File: src/hdl/mec_pkg.sv
package mec_pkg;

	// default sizes
	localparam int COORD_WIDTH_DEF = 32;
	localparam int ITER_WIDTH_DEF  = 16;
	localparam int INDEX_WIDTH_DEF = 12;

	// integer bits above the binary point of a coordinate
	localparam int INT_BITS = 4;

	// register index codes
	localparam int REG_IDX_W = 2;
	localparam logic [REG_IDX_W-1:0] REG_START_REAL = 2'd0;
	localparam logic [REG_IDX_W-1:0] REG_START_IMAG = 2'd1;
	localparam logic [REG_IDX_W-1:0] REG_STEP_SIZE  = 2'd2;
	localparam logic [REG_IDX_W-1:0] REG_MAX_ITER   = 2'd3;

	// reset values, as mantissa and shift below the binary point
	localparam int RST_START_REAL_MANT = -2;
	localparam int RST_START_IMAG_MANT = 5;
	localparam int RST_START_IMAG_DROP = 2;
	localparam int RST_STEP_MANT       = 10;
	localparam int RST_STEP_DROP       = 12;
	localparam int RST_MAX_ITER        = 256;

	// bus data width: 64 once a coordinate no longer fits 32 bits
	function automatic int data_w(input int cw);
		return (cw > 32) ? 64 : 32;
	endfunction

	// byte address width for four registers at 4 or 8 byte spacing
	function automatic int addr_w(input int cw);
		return (cw > 32) ? 5 : 4;
	endfunction

endpackage

File: src/hdl/mec_regs.sv
module mec_regs #(
	parameter int COORD_WIDTH = mec_pkg::COORD_WIDTH_DEF,
	parameter int ITER_WIDTH  = mec_pkg::ITER_WIDTH_DEF
) (
	input  logic                                        clk,
	input  logic                                        arst_n,
	input  logic                                        psel,
	input  logic                                        penable,
	input  logic                                        pwrite,
	input  logic [mec_pkg::addr_w(COORD_WIDTH)-1:0]     paddr,
	input  logic [mec_pkg::data_w(COORD_WIDTH)-1:0]     pwdata,
	output logic [mec_pkg::data_w(COORD_WIDTH)-1:0]     prdata,
	output logic signed [COORD_WIDTH-1:0]               start_real,
	output logic signed [COORD_WIDTH-1:0]               start_imag,
	output logic [COORD_WIDTH-2:0]                      step_size,
	output logic [ITER_WIDTH-1:0]                       max_iterations
);

	localparam int AW   = mec_pkg::addr_w(COORD_WIDTH);
	localparam int DW   = mec_pkg::data_w(COORD_WIDTH);
	localparam int FRAC = COORD_WIDTH - mec_pkg::INT_BITS;

	localparam logic signed [COORD_WIDTH-1:0] START_REAL_RST =
		COORD_WIDTH'(mec_pkg::RST_START_REAL_MANT) <<< FRAC;
	localparam logic signed [COORD_WIDTH-1:0] START_IMAG_RST =
		COORD_WIDTH'(mec_pkg::RST_START_IMAG_MANT) << (FRAC - mec_pkg::RST_START_IMAG_DROP);
	localparam logic [COORD_WIDTH-2:0] STEP_RST =
		(COORD_WIDTH-1)'(mec_pkg::RST_STEP_MANT) << (FRAC - mec_pkg::RST_STEP_DROP);
	localparam logic [ITER_WIDTH-1:0] MAX_ITER_RST = ITER_WIDTH'(mec_pkg::RST_MAX_ITER);

	logic [mec_pkg::REG_IDX_W-1:0] idx;
	logic                          wr_en;
	logic signed [COORD_WIDTH-1:0] start_real_q;
	logic signed [COORD_WIDTH-1:0] start_imag_q;
	logic [COORD_WIDTH-2:0]        step_q;
	logic [ITER_WIDTH-1:0]         max_iter_q;

	assign idx   = paddr[AW-1:AW-mec_pkg::REG_IDX_W];
	assign wr_en = psel && penable && pwrite;

	always_ff @(posedge clk or negedge arst_n) begin
		if (!arst_n) begin
			start_real_q <= START_REAL_RST;
			start_imag_q <= START_IMAG_RST;
			step_q       <= STEP_RST;
			max_iter_q   <= MAX_ITER_RST;
		end else if (wr_en) begin
			case (idx)
				mec_pkg::REG_START_REAL: start_real_q <= pwdata[COORD_WIDTH-1:0];
				mec_pkg::REG_START_IMAG: start_imag_q <= pwdata[COORD_WIDTH-1:0];
				mec_pkg::REG_STEP_SIZE:  step_q       <= pwdata[COORD_WIDTH-2:0];
				mec_pkg::REG_MAX_ITER:   max_iter_q   <= pwdata[ITER_WIDTH-1:0];
				default: ;
			endcase
		end
	end

	always_comb begin
		case (idx)
			mec_pkg::REG_START_REAL: prdata = DW'($unsigned(start_real_q));
			mec_pkg::REG_START_IMAG: prdata = DW'($unsigned(start_imag_q));
			mec_pkg::REG_STEP_SIZE:  prdata = DW'(step_q);
			mec_pkg::REG_MAX_ITER:   prdata = DW'(max_iter_q);
			default:                 prdata = '0;
		endcase
	end

	assign start_real     = start_real_q;
	assign start_imag     = start_imag_q;
	assign step_size      = step_q;
	assign max_iterations = max_iter_q;

endmodule

File: config.mk
export PLATFORM = sky130hd
export DESIGN_NAME = mec_regs
export DESIGN_NICKNAME = d
export VERILOG_FILES = /design/src/hdl/mec_pkg.sv /design/src/hdl/mec_regs.sv
export SDC_FILE = /design/constraint.sdc
export NUM_CORES = 1
export LEC_CHECK = 0
export BUFFER_PORTS_ARGS = -buffer_cell sky130_fd_sc_hd__buf_2
export CAP_MARGIN = 0
export CELL_PAD_IN_SITES_DETAIL_PLACEMENT = 0
export CELL_PAD_IN_SITES_GLOBAL_PLACEMENT = 2
export CORE_ASPECT_RATIO = 0.5
export CORE_MARGIN = 2
export CORE_UTILIZATION = 33
export CTS_CLUSTER_DIAMETER = 60
export DETAILED_ROUTE_END_ITERATION = 8
export PLACE_DENSITY = 0.85
export SETUP_SLACK_MARGIN = 0.2
export SLEW_MARGIN = 10
export SYNTH_ARGS = -nofsm -noshare
export SYNTH_HDL_FRONTEND = slang
export SYNTH_SLANG_ARGS = --single-unit
File: constraint.sdc
create_clock -name clk -period 1.5 [get_ports clk]
set_input_delay 0.15 -clock clk [delete_from_list [all_inputs] [get_ports clk]]
set_output_delay 0.15 -clock clk [all_outputs]
set_load 0.01 [all_outputs]
==> out/metrics.yaml <==
outcome:
  status: "complete, but fails checks"
  violations: "negative setup slack"
floorplan:
  row_count: 31
  die_y_um: 90.90
  ios: 184
  dieArea_um2: 16160
  core-area_um2: 14620
  initial_utilization_pct: 34.08
  die_x_um: 177.8
sta:
  relSlewSlack_pct: 72.56
  max_clock_freq_ghz: 0.6579
  fin_setup_tns_ns: -0.06058
  hold_ws_ns: 0.05159
  period_needed_ns: 1.520
  worst_pin_slew_ns: 0.4115
  rsz0062_at_grt: "yes"
  setup_viol: 7
  report.final.slew_viol_count: 0
  fin_crit_sh_pct: 101.3
  hold_viol_final: 0
  skew_ns: 0
  fin_ws_ns: -0.02009
cells_and_area:
  layout-drive-gt1-share_pct: 73.20
  multi_input_area_um2: 2085
  final_nets: 618
  antenna_cells: 0
  area_growth_pct: 46.45
  fillCellCount: 1344
  final_cells: 780
  area.sequential_um2: 2788
  finish.utilization_pct: 49.91
placement:
  post-place-ws_ns: -0.01364
  dp.cells: 693
  gp_congestion: 0.7402
  port_buffers: 181
  hpwl_um: 9403
routing:
  drt-total-wl_um: 13770
  first_iter_violations: 100
  dr_total_vias: 3688
  wl_per_cell_um: 17.65
  dr.pass1.iters: 4
  via_per_inst: 4.728
  post-route-drc-count: 0
  ant_nets: 0
setup_path:
  arrival_ns: 1.37
  crit_fanout: 2
  max_stage_delay_ns: 0.49
  startpoint_type: "flop"
  crit_chain: "mux4_2 -> buf_6"
  critPathKind: "flop to output port"
  cp-end-kind: "output port"
  critical_path.slowest_cell: "mux4_2"
  cp_top_family: "multiplexers"
  critPathBufInv: 1
  worstPathRequired_ns: 1.35
global_routing:
  grt_pass1_wl_um: 21290
  grt_start_max_net_pins: 36
  antenna_found_initial: 1
  grt_remaining_overflow: 0
  gr-usage-all-layers_pct: 17.25
  grt_pass1_vias: 3826
synthesis:
  synth_top_cell_by_area: "dfrtp_1"
  syn_avg_cell_area_um2: 15.87
  syn-num-nets: 355
  synth_top_cell_area_share_pct: 51.72
  syn_inst: 314
  synth_warnings: 0
  ys_types: 21
  syn_area_um2: 4984
  ys_seq_area_share_pct: 55.94
  synthTopCellsByArea: "dfrtp_1 (52%), mux2_2 (18%), mux2_4 (9.0%), mux4_2 (7.2%), dfstp_2 (4.2%)"
  ys_ff_latch: 111
clock_network:
  root_buffer: "clkbuf_16"
  cts-htree-levels: 3
  cts-buffers-inserted: 9
  path_clk_slew_ns: 0.07
  clock-sinks: 111
  cts_max_path_buffers: 2
  cts_tree: "built"
  insertion_delay_ns: 0.34
power_and_ir_drop:
  leakage_nw: 3.697
  vdd_ir_drop_max_v: 0.0006029
  powerDensity_nw_per_um2: 1446
run:
  drv_cap: 0
hold_path:
  holdCritPathClass: "input port to flop"
==> per-stage QoR <==
stage	power [mW]	instance area, µm²
2_1_floorplan	5.785	5010
3_3_place_gp	7.116	6295
3_5_place_dp	7.168	6295
4_1_cts	10.36	7056
5_1_grt	11.14	7298
6_report	10.55	7298
==> Yosys cell counts, drive strengths merged <==
cell type and count:
mux2 111, dfrtp 103, buf 17, mux2i 16
mux4 16, nand2 15, o21ai 15, dfstp 8
clkbuf 4, nor2 2, inv 1, nand3 1
nand4 1, nor2b 1, nor3 1, or2 1
or3 1
==> worst reg2reg max path: stages, from the launching register on <==
cell	delay (ns)
dfrtp_1	0.39
buf_4	0.14
buf_4	0.14
mux2_2	0.26
==> layout by cell type (no fill, tap or decap), drive strengths merged <==
| cell | instances |
|---|---|
| buf | 272 |
| bufinv | 2 |
| clkbuf | 10 |
| clkinv | 3 |
| dfrtp | 103 |
| dfstp | 8 |
| dlygate4sd3 | 1 |
| inv | 2 |
| mux2 | 111 |
| mux2i | 16 |
| mux4 | 16 |
| nand2 | 15 |
| nand3 | 1 |
| nand4 | 1 |
| nor2 | 2 |
| nor2b | 1 |
| nor3 | 1 |
| o21ai | 15 |
| or2 | 1 |
| or3 | 1 |
==> metal layers <==
| metal | part of all wire [%] | GRT usage, % | wire, µm | vias to the layer above |
|---|---|---|---|---|
| met4 | 1.5 | 4.440 | 211 | 2 |
| li1 | - | - | - | 1674 |
| met2 | 52 | 29.91 | 7172 | 82 |
| met1 | 42 | 21.59 | 5844 | 1910 |
| met5 | 0.094 | 0 | 13 | - |
| met3 | 3.8 | 4.125 | 525 | 20 |
==> cell type report <==
| cell class | count | share of cell area [%] |
|---|---|---|
| sequential | 111 | 38.20 |
| multi-input combinational | 181 | 28.56 |
| timing repair buffer | 273 | 25.27 |
| tap | 198 | 3.394 |
| clock buffer | 10 | 3.274 |
| clock inverter | 6 | 1.252 |
| inverter | 1 | 0.05143 |
==> registers in the layout, summed over array words and instances, names as in the netlist <==
signal	flops
step_size	31
start_imag	32
max_iterations	16
start_real	32
==> cells by family after synthesis <==
group / Yosys count / synth area share, %
AOI/OAI and AO/OA: 15 / 1.506
muxes: 143 / 37.79
and+or+nand+nor: 23 / 2.084
buffers and inverters: 22 / 2.686
DFF: 111 / 55.94
==> report_power, final <==
part	internal, mW	switching, mW
combinational	2.21	1.55
sequential	3.73	0.457
clock	1.52	1.09
total	7.46	3.10
==> repair_timing <==
| action | 4_1_cts | 5_1_grt |
|---|---|---|
| setup endpoints to repair | 31 | 36 |
| hold buffers | 1 | 0 |
| pin swaps | 0 | 0 |
| resized for setup | 16 | 26 |
| gates cloned | 0 | 0 |
| buffers inserted | 50 | 20 |
| hold endpoints to repair | 22 | 0 |
==> final timing paths <==
path | startpoint | to | slack (ns) | cells past startpoint
setup / recovery | max_iterations[4]$_DFFE_PN0P_ | prdata[4] | -0.02 | 2
hold / removal | pwdata[31] | start_imag[31]$_DFFE_PN0P_ | 0.05 | 2
setup reg to reg | start_real[15]$_DFFE_PN0P_ | start_real[15]$_DFFE_PN0P_ | 0.47 | 3
hold reg to reg | max_iterations[12]$_DFFE_PN0P_ | max_iterations[12]$_DFFE_PN0P_ | 0.53 | 1
max in group asynchronous | arst_n | max_iterations[8]$_DFFE_PN1P_ | 0.58 | 3
min in group asynchronous | arst_n | max_iterations[12]$_DFFE_PN0P_ | 0.27 | 2
(Power assumes the default switching activity.)
